$ cat src/rtl/core/priority_event_queue_top_defines.svh
// Assertion macros shared by the RTL of the event queue.
`ifndef PRIORITY_EVENT_QUEUE_TOP_DEFINES_SVH
`define PRIORITY_EVENT_QUEUE_TOP_DEFINES_SVH

// Same-cycle implication, checked out of reset.
`define PEQ_ASSERT_NOW(label, clk, rst_n, ante, cons) \
  label: assert property (@(posedge clk) disable iff (!rst_n) (ante) |-> (cons)) \
    else $error("event queue check failed");

// Next-cycle implication, checked out of reset.
`define PEQ_ASSERT_NEXT(label, clk, rst_n, ante, cons) \
  label: assert property (@(posedge clk) disable iff (!rst_n) (ante) |=> (cons)) \
    else $error("event queue check failed");

`endif

$ cat src/rtl/core/peq_pkg.sv
`default_nettype none
package peq_pkg;

  localparam int NUM_LEVELS      = 8;
  localparam int SLOTS_PER_LEVEL = 8;
  localparam int NUM_TASKS       = 8;
  localparam int EVENT_BITS      = 16;

  localparam int TASK_W   = 3;
  localparam int LVL_W    = 3;
  localparam int DEPTH_W  = 4;
  localparam int TCNT_W   = DEPTH_W + 1;
  localparam int PTR_W    = (SLOTS_PER_LEVEL > 1) ? $clog2(SLOTS_PER_LEVEL) : 1;
  localparam int LCNT_W   = $clog2(SLOTS_PER_LEVEL + 1);
  localparam int SLOTS    = NUM_LEVELS * SLOTS_PER_LEVEL;
  localparam int SADDR_W  = $clog2(SLOTS);
  localparam int ENTRY_W  = EVENT_BITS + TASK_W;

  localparam int PRIO_MAP_W  = 24;
  localparam int DEPTH_MAP_W = 32;
  localparam int CFG_IDX_W   = 2;
  localparam int CFG_DATA_W  = 32;

  localparam int STATUS_W   = 3;
  localparam int IN_DATA_W  = 24;
  localparam int OUT_DATA_W = 24;

  typedef enum logic [CFG_IDX_W-1:0] {
    REG_PRIO_MAP  = 2'd0,
    REG_DEPTH_MAP = 2'd1
  } cfg_reg_t;

  typedef enum logic [STATUS_W-1:0] {
    ST_POSTED     = 3'd0,
    ST_DROPPED    = 3'd1,
    ST_EMPTY      = 3'd2,
    ST_STALE      = 3'd3,
    ST_DISPATCHED = 3'd4
  } status_t;

  typedef enum logic {
    S_IDLE = 1'b0,
    S_RD   = 1'b1
  } state_t;

  typedef struct packed {
    status_t               status;
    logic [TASK_W-1:0]     task_id;
    logic [EVENT_BITS-1:0] event_handle;
    logic                  pend;
    logic [LVL_W-1:0]      pend_level;
  } result_t;

endpackage
`default_nettype wire

$ cat src/rtl/core/priority_event_queue_top.sv
// Timing: a post or an activate of an empty level shows its result in the cycle after its beat;
//   an activate that pops a slot first passes the slot RAM read register and the S_RD state.
// Throughput: one post per cycle; a popping activate holds off the input during S_RD. The input
//   takes a beat while the FSM is idle and the output register is free or being drained.
// Reset (rst_n low, synchronous): clear both maps, all ring pointers and counters, and the
//   output valid; slot RAM contents are left as they are and need no clearing pass.
`default_nettype none
`include "priority_event_queue_top_defines.svh"
module priority_event_queue_top (
  input  wire logic                              clk,
  input  wire logic                              rst_n,
  // in_tdata: task_id[2:0], level[5:3], event_handle[21:6], zero pad [23:22]
  input  wire logic [peq_pkg::IN_DATA_W-1:0]     in_tdata,
  // in_tuser: kind (0 post, 1 activate)
  input  wire logic                              in_tuser,
  input  wire logic                              in_tvalid,
  output logic                                   in_tready,
  // out_tdata: out_task[2:0], out_event[18:3], pend[19], pend_level[22:20], zero pad [23]
  output logic      [peq_pkg::OUT_DATA_W-1:0]    out_tdata,
  // out_tuser: status[2:0]
  output logic      [peq_pkg::STATUS_W-1:0]      out_tuser,
  output logic                                   out_tvalid,
  input  wire logic                              out_tready,
  input  wire logic                              cfg_valid,
  output logic                                   cfg_ready,
  input  wire logic [peq_pkg::CFG_IDX_W-1:0]     cfg_index,
  input  wire logic [peq_pkg::CFG_DATA_W-1:0]    cfg_data
);
  import peq_pkg::*;

  // Configuration registers
  logic [PRIO_MAP_W-1:0]  prio_map_r;
  logic [DEPTH_MAP_W-1:0] depth_map_r;

  // Per-level ring state and per-task pending counters
  logic [PTR_W-1:0]  wr_ptr_r    [NUM_LEVELS];
  logic [PTR_W-1:0]  rd_ptr_r    [NUM_LEVELS];
  logic [LCNT_W-1:0] lvl_cnt_r   [NUM_LEVELS];
  logic [TCNT_W-1:0] task_cnt_r  [NUM_TASKS];

  state_t           state_r, state_nxt;
  logic [LVL_W-1:0] act_lvl_r;

  logic    out_valid_r, out_valid_nxt;
  result_t out_res_r, out_res_nxt;

  // Input beat decode
  logic                  in_beat;
  logic                  is_act;
  logic [TASK_W-1:0]     in_task;
  logic [LVL_W-1:0]      in_lvl;
  logic [EVENT_BITS-1:0] in_ev;

  // Post path
  logic [LVL_W-1:0]   post_lvl;
  logic [DEPTH_W-1:0] post_depth_m1;
  logic               post_ok;

  // Activate path
  logic act_ok;

  // Slot RAM
  logic               ram_we, ram_re;
  logic [SADDR_W-1:0] ram_waddr, ram_raddr;
  logic [ENTRY_W-1:0] ram_wdata, ram_rdata;

  // Pop result
  logic [TASK_W-1:0]     pop_task;
  logic [EVENT_BITS-1:0] pop_ev;
  logic                  pop_stale;
  logic [TCNT_W-1:0]     pop_left;

  logic load_out;

  assign cfg_ready = 1'b1;

  assign in_beat = in_tvalid && in_tready;
  assign is_act  = in_tuser;
  assign in_task = in_tdata[TASK_W-1:0];
  assign in_lvl  = in_tdata[TASK_W +: LVL_W];
  assign in_ev   = in_tdata[TASK_W+LVL_W +: EVENT_BITS];

  // Look up the task's level and depth from the maps
  assign post_lvl      = prio_map_r[LVL_W*in_task +: LVL_W];
  assign post_depth_m1 = depth_map_r[DEPTH_W*in_task +: DEPTH_W];
  assign post_ok = (int'(in_task) < NUM_TASKS) && (int'(post_lvl) < NUM_LEVELS)
                && (int'(lvl_cnt_r[post_lvl]) < SLOTS_PER_LEVEL)
                && (task_cnt_r[in_task] <= TCNT_W'(post_depth_m1));

  assign act_ok = (int'(in_lvl) < NUM_LEVELS) && (lvl_cnt_r[in_lvl] != '0);

  assign pop_task  = ram_rdata[TASK_W-1:0];
  assign pop_ev    = ram_rdata[TASK_W +: EVENT_BITS];
  assign pop_stale = !(int'(pop_task) < NUM_TASKS) || (task_cnt_r[pop_task] == '0);
  assign pop_left  = task_cnt_r[pop_task] - TCNT_W'(1);

  // Slot RAM ports: write on an accepted post, read on a popping activate
  assign ram_waddr = SADDR_W'(int'(post_lvl) * SLOTS_PER_LEVEL + int'(wr_ptr_r[post_lvl]));
  assign ram_raddr = SADDR_W'(int'(in_lvl) * SLOTS_PER_LEVEL + int'(rd_ptr_r[in_lvl]));
  assign ram_wdata = {in_ev, in_task};

  peq_ram #(
    .WIDTH (ENTRY_W),
    .DEPTH (SLOTS)
  ) u_slot_ram (
    .clk   (clk),
    .we    (ram_we),
    .waddr (ram_waddr),
    .wdata (ram_wdata),
    .re    (ram_re),
    .raddr (ram_raddr),
    .rdata (ram_rdata)
  );

  function automatic logic [PTR_W-1:0] ptr_down(input logic [PTR_W-1:0] p);
    ptr_down = (p == '0) ? PTR_W'(SLOTS_PER_LEVEL - 1) : p - PTR_W'(1);
  endfunction

  // Next state
  always_comb begin
    state_nxt = state_r;
    unique case (state_r)
      S_IDLE: begin
        if (in_beat && is_act && act_ok) begin
          state_nxt = S_RD;
        end
      end
      S_RD: begin
        state_nxt = S_IDLE;
      end
      default: state_nxt = S_IDLE;
    endcase
  end

  // FSM outputs: take a beat only when idle and the output register can take a result
  always_comb begin
    in_tready = 1'b0;
    ram_we    = 1'b0;
    ram_re    = 1'b0;
    load_out  = 1'b0;
    unique case (state_r)
      S_IDLE: begin
        in_tready = !out_valid_r || out_tready;
        ram_we    = in_beat && !is_act && post_ok;
        ram_re    = in_beat && is_act && act_ok;
        load_out  = in_beat && !(is_act && act_ok);
      end
      S_RD: begin
        load_out = 1'b1;
      end
      default: ;
    endcase
  end

  // Result to load into the output register
  always_comb begin
    out_res_nxt = '{status: ST_DROPPED, task_id: '0, event_handle: '0,
                    pend: 1'b0, pend_level: '0};
    if (state_r == S_RD) begin
      if (pop_stale) begin
        out_res_nxt.status = ST_STALE;
      end else begin
        out_res_nxt.status       = ST_DISPATCHED;
        out_res_nxt.task_id      = pop_task;
        out_res_nxt.event_handle = pop_ev;
        out_res_nxt.pend         = (pop_left != '0);
        out_res_nxt.pend_level   = (pop_left != '0) ? act_lvl_r : '0;
      end
    end else if (is_act) begin
      out_res_nxt.status = ST_EMPTY;
    end else if (post_ok) begin
      out_res_nxt.status     = ST_POSTED;
      out_res_nxt.pend       = 1'b1;
      out_res_nxt.pend_level = post_lvl;
    end
  end

  // Hold the result until the sink takes it
  always_comb begin
    if (load_out) begin
      out_valid_nxt = 1'b1;
    end else if (out_tready) begin
      out_valid_nxt = 1'b0;
    end else begin
      out_valid_nxt = out_valid_r;
    end
  end

  always_ff @(posedge clk) begin
    if (!rst_n) begin
      state_r     <= S_IDLE;
      out_valid_r <= 1'b0;
      prio_map_r  <= '0;
      depth_map_r <= '0;
      for (int i = 0; i < NUM_LEVELS; i++) begin
        wr_ptr_r[i]  <= '0;
        rd_ptr_r[i]  <= '0;
        lvl_cnt_r[i] <= '0;
      end
      for (int i = 0; i < NUM_TASKS; i++) begin
        task_cnt_r[i] <= '0;
      end
    end else begin
      state_r     <= state_nxt;
      out_valid_r <= out_valid_nxt;

      if (cfg_valid && cfg_ready) begin
        case (cfg_index)
          REG_PRIO_MAP:  prio_map_r  <= cfg_data[PRIO_MAP_W-1:0];
          REG_DEPTH_MAP: depth_map_r <= cfg_data[DEPTH_MAP_W-1:0];
          default: ;
        endcase
      end

      // Post: advance the write pointer, raise both counts
      if (ram_we) begin
        wr_ptr_r[post_lvl]  <= ptr_down(wr_ptr_r[post_lvl]);
        lvl_cnt_r[post_lvl] <= lvl_cnt_r[post_lvl] + LCNT_W'(1);
        task_cnt_r[in_task] <= task_cnt_r[in_task] + TCNT_W'(1);
      end

      // Activate: consume the slot now, settle the task count once the data is back
      if (ram_re) begin
        rd_ptr_r[in_lvl]  <= ptr_down(rd_ptr_r[in_lvl]);
        lvl_cnt_r[in_lvl] <= lvl_cnt_r[in_lvl] - LCNT_W'(1);
      end
      if (state_r == S_RD && !pop_stale) begin
        task_cnt_r[pop_task] <= pop_left;
      end
    end
  end

  always_ff @(posedge clk) begin
    if (ram_re) begin
      act_lvl_r <= in_lvl;
    end
    if (load_out) begin
      out_res_r <= out_res_nxt;
    end
  end

  assign out_tvalid = out_valid_r;
  assign out_tuser  = out_res_r.status;
  assign out_tdata  = OUT_DATA_W'({out_res_r.pend_level, out_res_r.pend,
                                   out_res_r.event_handle, out_res_r.task_id});

  // A popping activate always goes through the RAM read state
  `PEQ_ASSERT_NEXT(a_pop_reads, clk, rst_n, in_beat && is_act && act_ok, state_r == S_RD)
  // The output register is free while a pop waits on the RAM
  `PEQ_ASSERT_NOW(a_rd_out_free, clk, rst_n, state_r == S_RD, !out_valid_r)
  // Only a dispatch carries a task and an event
  `PEQ_ASSERT_NOW(a_payload_clean, clk, rst_n,
    out_tvalid && (out_tuser != ST_DISPATCHED),
    (out_res_r.task_id == '0) && (out_res_r.event_handle == '0))

endmodule
`default_nettype wire

$ cat src/rtl/core/peq_ram.sv
`default_nettype none
module peq_ram #(
  parameter int WIDTH = 8,
  parameter int DEPTH = 16
) (
  input  wire logic                     clk,
  input  wire logic                     we,
  input  wire logic [$clog2(DEPTH)-1:0] waddr,
  input  wire logic [WIDTH-1:0]         wdata,
  input  wire logic                     re,
  input  wire logic [$clog2(DEPTH)-1:0] raddr,
  output logic      [WIDTH-1:0]         rdata
);

  logic [WIDTH-1:0] mem [DEPTH];

  always_ff @(posedge clk) begin
    if (we) begin
      mem[waddr] <= wdata;
    end
    if (re) begin
      rdata <= mem[raddr];
    end
  end

endmodule
`default_nettype wire

$ cat config.mk
export PLATFORM = sky130hd
export DESIGN_NAME = priority_event_queue_top
export DESIGN_NICKNAME = d
export VERILOG_FILES = /design/src/rtl/core/peq_pkg.sv /design/src/rtl/core/priority_event_queue_top.sv /design/src/rtl/core/peq_ram.sv
export VERILOG_INCLUDE_DIRS = /design/src /design/src/rtl/core
export SDC_FILE = /design/constraint.sdc
export NUM_CORES = 2
export LEC_CHECK = 0
export ABC_AREA = 1
export BUFFER_PORTS_ARGS = -buffer_cell sky130_fd_sc_hd__buf_2
export CORE_MARGIN = 2
export CORE_UTILIZATION = 30
export DETAILED_ROUTE_END_ITERATION = 16
export SLEW_MARGIN = 20
export SYNTH_ARGS = -nofsm -noshare
export SYNTH_HDL_FRONTEND = slang
export SYNTH_SLANG_ARGS = --single-unit
$ cat constraint.sdc
create_clock -name clk -period 4.6 [get_ports clk]
set_input_delay 0.23 -clock clk [delete_from_list [all_inputs] [get_ports clk]]
set_output_delay 0.23 -clock clk [all_outputs]
set_load 0.05 [all_outputs]
======== Word-level counts from Yosys, hierarchy flattened ========
Memory sizes are Yosys's and may differ from the RTL's. A register that Yosys moved wholly into a read port is not among the register bits.
Index checks and enable logic that the tools add are counted.
operators by class
  add/sub/neg operators ................... 8
  $mul .................................... 1
  magnitude comparators ................... 2
  equality and inequality tests ........... 1
  shift-type cells ........................ 2
  multiplexer cells ....................... 48
  bitwise logic cells ..................... 1
  reductions and logical operators ........ 30
operators by type and width
  operator               count
  $mux W3                13
  $shiftx A32 B6 Y4      1
  $mux W1                24
  $mux W4                6
  $shiftx A24 B6 Y3      1
  $add A6 B3 Y6          2
  $mux W5                2
  $reduce_or A5 Y1       2
  $logic_and A1 B1 Y1    9
  $reduce_or A4 Y1       2
  $logic_not A3 Y1       2
  $reduce_or A3 Y1       2
  $sub A3 B1 Y3 const B  2
  $add A5 B1 Y5 const B  1
  $le A5 B4 Y1           1
  $logic_not A5 Y1       1
  $mul A2 B3 Y5 const A  1
  $reduce_bool A5 Y1     1
  $sub A5 B1 Y5 const B  1
  $add A4 B1 Y4 const B  1
  $logic_not A1 Y1       4
  $lt A4 B4 Y1 const B   1
  $pmux W1 S2            2
  $reduce_and A2 Y1      2
  9 further kinds        9
word-level totals
  flip-flop bits (word level) ............. 87
  RAM bits ................................ 1336
  output and inout bits ................... 30
  logic and storage cells ................. 108
  memories ................................ 5
memories
  memory          words  width  read ports  clocked after memory_dff  write ports  RTL line                        source
  u_slot_ram.mem  64     19     1           1                         1            peq_ram.sv:15                   logic [WIDTH-1:0] mem [DEPTH];
  task_cnt_r      8      5      2           0                         8            priority_event_queue_top.sv:39  logic [TCNT_W-1:0] task_cnt_r [NUM_TASKS];
  lvl_cnt_r       8      4      2           0                         8            priority_event_queue_top.sv:38  logic [LCNT_W-1:0] lvl_cnt_r [NUM_LEVELS];
  rd_ptr_r        8      3      1           0                         8            priority_event_queue_top.sv:37  logic [PTR_W-1:0] rd_ptr_r [NUM_LEVELS];
  wr_ptr_r        8      3      1           0                         8            priority_event_queue_top.sv:36  logic [PTR_W-1:0] wr_ptr_r [NUM_LEVELS];

======== Longest topological paths before layout ========
  depth in word-level cells ............... 13
  mapped depth ............................ 21
  depth with buffers taken out ............ 18

======== Hierarchy ========
From an unflattened synthesis, not the netlist that was laid out.
second synthesis, totals
  cells, all modules ...................... 5434
  area, all modules ....................... 60526.8 µm²
by module, submodules not included
  module                    times used  cells each  area each (µm²)  sequential area each (µm²)
  peq_ram                   1           4159        49785.2          37085.6
  priority_event_queue_top  1           1275        10741.6          5635.4

======== Worst setup path after synthesis ========
No wires, ideal clock.
  kind .................................... in2reg
  start point ............................. in in_tdata[0] (netlist name)
  end point ............................... mem u_slot_ram.mem[50][0] (netlist name) (enable)
  arrival time ............................ 3.523 ns
  required time ........................... 4.205 ns
  setup slack ............................. 0.682 ns
  stages .................................. 21
  path buffers ............................ 5
  path through ............................ inv_2 buf_4 buf_2 buf_2 clkbuf_1 o21ai_0 o221ai_1 o21ai_0 ha_1 a21oi_1 o21ai_0 a21oi_1 a31oi_1 nor2_1 nand2_1 inv_2 nand2_1 clkinv_2 nand2_2 buf_6 nor2_1
between the ends
  word-level cells in the longest chain between the ends .. 9
  elaborated cells between the ends (all ways) .. 14
ends and longest elaborated chain
  what                           RTL line                         source
  start, declared                priority_event_queue_top.sv:13   input wire logic [peq_pkg::IN_DATA_W-1:0] in_tdata,
  $mul A2 B3 Y5                  priority_event_queue_top.sv:84   assign post_lvl = prio_map_r[LVL_W*in_task +: LVL_W];
  $shiftx A24 B6 Y3              priority_event_queue_top.sv:84
  $mem_v2 Z8 W4                  -
  $lt A4 B4 Y1                   priority_event_queue_top.sv:87   && (int'(lvl_cnt_r[post_lvl]) < SLOTS_PER_LEVEL)
  $logic_and A1 B1 Y1            priority_event_queue_top.sv:88   && (task_cnt_r[in_task] <= TCNT_W'(post_depth_m1));
  $logic_and A1 B1 Y1            priority_event_queue_top.sv:144  ram_we = in_beat && !is_act && post_ok;
  $mux W1                        priority_event_queue_top.sv:141  unique case (state_r)
  $mux W1                        peq_ram.sv:18                    if (we) begin
  $mux W1 (not written as such)  peq_ram.sv:19                    mem[waddr] <= wdata;
  end, declared                  peq_ram.sv:15
Parallel ways exist; a longest one is shown, timed or not.

==> qor.csv <==
stage;metric;value;unit
run_status;status;finished clean;
clocking;cts-buffers-inserted;154;
worst_setup_path;cp_common_cell;o21ai_0;
worst_setup_path;critical-path-top-delay-family;compound AO/OA/AOI/OAI gates;
placement;place_area;0.0668;mm^2
worst_setup_path;ff2ff_path_depth;19;
worst_setup_path;crit_path_end;u_slot_ram.mem[12][0]$_DFFE_PP_;
worst_setup_path;critPathCaptureType;flop;
global_routing;antenna_found_initial;8;
synthesis;ys_seq_area_frac;0.691;
placement;port-buffer-count;89;
final_layout;layout-drive-gt1-share;0.109;
clocking;ctsRootBufferMaster;clkbuf_16;
floorplan;die_w;458;um
routing;firstDrtPassIters;5;
clocking;clkLatencyLatePin;0.81;ns
sta;timing.fmax;246;MHz
sta;finalCritPeriodShare;0.885;
worst_setup_path;critPathRequiredTime;5.04;ns
worst_setup_path;cpPeakStageDelay;0.40;ns
sta;slew_violations;0;
worst_setup_path;crit_buf_inv;5;
floorplan;die_h;458;um
synthesis;syn_inst;5626;
sta;hold_viol;0;
floorplan;ioPinCount;94;
pwr;peakVddDrop;0.403;mV
worst_hold_path;min_path_cells;4;
global_routing;grt_max_degree;153;
worst_setup_path;rr_endpoint;u_slot_ram.mem[12][0]$_DFFE_PP_;
synthesis;ys_ff_latch;1442;
global_routing;grt_usage;0.164;
routing;route.detailed.drc;0;
worst_setup_path;cp_max_fo;12;
global_routing;grt_pass1_vias;39600;
worst_setup_path;crit_type;reg -> reg;
clocking;clk_pin_slew;0.06;ns
routing;viasPerCell;4.87;
placement;hpwl;109000;um
sta;period_needed;4.07;ns
worst_setup_path;cp_slowest_cell;o21ai_0;
worst_hold_path;hp-class;in -> reg;
worst_setup_path;crit_start;task_cnt_r[5][2]$_SDFFCE_PN0P_;
synthesis;synth_nets;5703;
sta;fin_hold_ws;0.0454;ns
routing;wl_per_cell;20.5;um
global_routing;grt_pass1_wl;257000;um
clocking;cts.sink_count;1442;
final_layout;final_cell_mix;edfxtp_1 (1384), nand2_1 (1003), inv_1 (696);
sta;tns;0;ns
routing;postRouteAntennaNets;0;
worst_setup_path;ff2ff_setup_slack;0.53;ns
synthesis;synth.avg_cell_area;11.0;um^2
final_layout;fin_area;0.0720;mm^2
sta;fin_skew;0.0784;ns
sta;slew_headroom;0.278;
final_layout;fin_nets;5866;
routing;num_vias;41900;
worst_setup_path;start_kind;flop;
synthesis;ys_types;46;
floorplan;die_area;0.210;mm^2
synthesis;ys_warn_count;0;
clocking;h-tree-depth;4;
run;drv_cap;0;
clocking;cts_buffer_depth;3;
routing;initialDrtViolationCount;4903;
routing;totalWireLength;176000;um
placement;place_congestion;0.895;
floorplan;start_util;0.302;
clocking;cts_resized;0;
worst_setup_path;critPathArrivalTime;4.51;ns
clocking;cts_setup_buffers;0;
synthesis;netlist_area;0.0618;mm^2
global_routing;grt_overflow;0;
final_layout;fin_util;0.352;
pwr;powerDensity;417;mW/mm^2
sta;tightest_slew;1.08;ns
worst_setup_path;path_cells;inv_1 > a21oi_1 > o21ai_0 > o21ai_0 > inv_1 > o21ai_0 > ha_1 > a21oi_1 > o21ai_0 > a21oi_1 > a31oi_1 > nor2_1 > nand2_1 > inv_2 > nand2_1 > clkinv_2 > nand2_2 > nor2_2 > buf_4;
floorplan;core-area;0.205;mm^2
floorplan;num_rows;166;
worst_setup_path;r2r-start;task_cnt_r[5][2]$_SDFFCE_PN0P_;
worst_setup_path;cp_num_cells;19;
final_layout;areaGrowthSynthToFinish;16.5;%
clocking;cts_tree;yes;
sta;setup_violations;0;
pwr;power.static_leakage;0.0271;uW
sta;rsz0062_at_grt;false;
final_layout;final_common_cell;edfxtp_1;
==> layout make-up <==
class,count,area [um^2]
fillers,20100,133000
flip-flops and latches,1442,42700
multi-input cells,3139,15100
clock buffers,203,4090
repair buffers,332,3370
well taps,2688,3360
inverters,720,2720
clock inverters,76,673
diodes,4,10.0
==> flip-flops by register name, summed over array words and instances (netlist names) <==
signal,cells
u_slot_ram.rdata,19
out_tdata,23
rd_ptr_r,24
task_cnt_r,40
u_slot_ram.mem,1216
out_tuser,3
depth_map_r,32
state_r,1
lvl_cnt_r,32
prio_map_r,24
out_tvalid,1
act_lvl_r,3
wr_ptr_r,24
==> cell families after synthesis <==
group | synth area share
simple gates | 0.157
xor+xnor | 0.000992
buf+inv | 0.0682
flops | 0.691
fa+ha+maj | 0.00263
other cells | 0.000122
compound gates | 0.0801
==> per-layer routing <==
layer	part of all wire	up-vias	global-route usage	routed length (um)
met1	0.42	20300	0.223	74800
met2	0.46	1634	0.261	81200
met3	0.084	287	0.0312	14700
met5	0	-	0	0
met4	0.032	0	0.0568	5710
li1	-	19600	-	-
==> cell usage after synthesis (all sizes together) <==
library cell	n	area, um^2
a211oi	2	25.0
a21oi	147	739
a31oi	5	31.3
and2	1	6.26
and3	1	6.26
buf	211	1080
clkbuf	114	429
clkinv	1	5.00
conb	2	7.51
dfxtp	58	1160
edfxtp	1384	41600
ha	13	163
inv	719	2700
nand2	1014	3840
nand3	590	3070
nand3b	5	37.5
nand4	21	144
nor2	624	2390
nor3	9	60.1
o2111ai	1	8.76
o211ai	296	2220
o21a	4	30.0
o21ai	365	1830
o221ai	3	26.3
o22ai	6	37.5
or2	23	144
xnor2	2	17.5
xor2	5	43.8
==> stage by stage <==
| stage | setup slack, ns | instances | power [uW] |
|---|---|---|---|
| global route | 0.265 | 8601 | 31100 |
| global placement | 0.134 | 8275 | 18400 |
| finish | 0.528 | 8604 | 30000 |
| floorplan | 0.682 | 5626 | 16900 |
| CTS | 0.568 | 8598 | 30200 |
| detailed placement | 0.236 | 8275 | 18400 |
==> power by group <==
group	total [uW]	internal (uW)	leakage, uW	switching, uW
Clock	11800	6540	0.00230	5270
Sequential	14600	14500	0.0131	65.7
Combinational	3650	936	0.0117	2720
Total	30000	22000	0.0271	8050
==> tightest hold or removal path, cell delays in order <==
cell and delay, ns:
buf_2 0.10, buf_4 0.26, o21ai_0 0.14, a21oi_1 0.05
==> worst min path at each step <==
| stage | startpoint | to |
|---|---|---|
| after floorplan | in_tdata[3] | act_lvl_r[0]$_DFFE_PN_ |
| after global placement | prio_map_r[13]$_SDFFE_PN0P_ | prio_map_r[13]$_SDFFE_PN0P_ |
| after detailed placement | prio_map_r[3]$_SDFFE_PN0P_ | prio_map_r[3]$_SDFFE_PN0P_ |
| after CTS | rst_n | prio_map_r[3]$_SDFFE_PN0P_ |
| after global routing | rst_n | prio_map_r[3]$_SDFFE_PN0P_ |
| final | rst_n | prio_map_r[3]$_SDFFE_PN0P_ |
==> timing repair <==
| item | CTS | global route |
|---|---|---|
| setup endpoints to repair | 0 | 0 |
| endpoints found under the hold margin | 115 | 12 |
| hold buffers | 44 | 1 |
No activity file was read; power rests on OpenSTA's default activity.
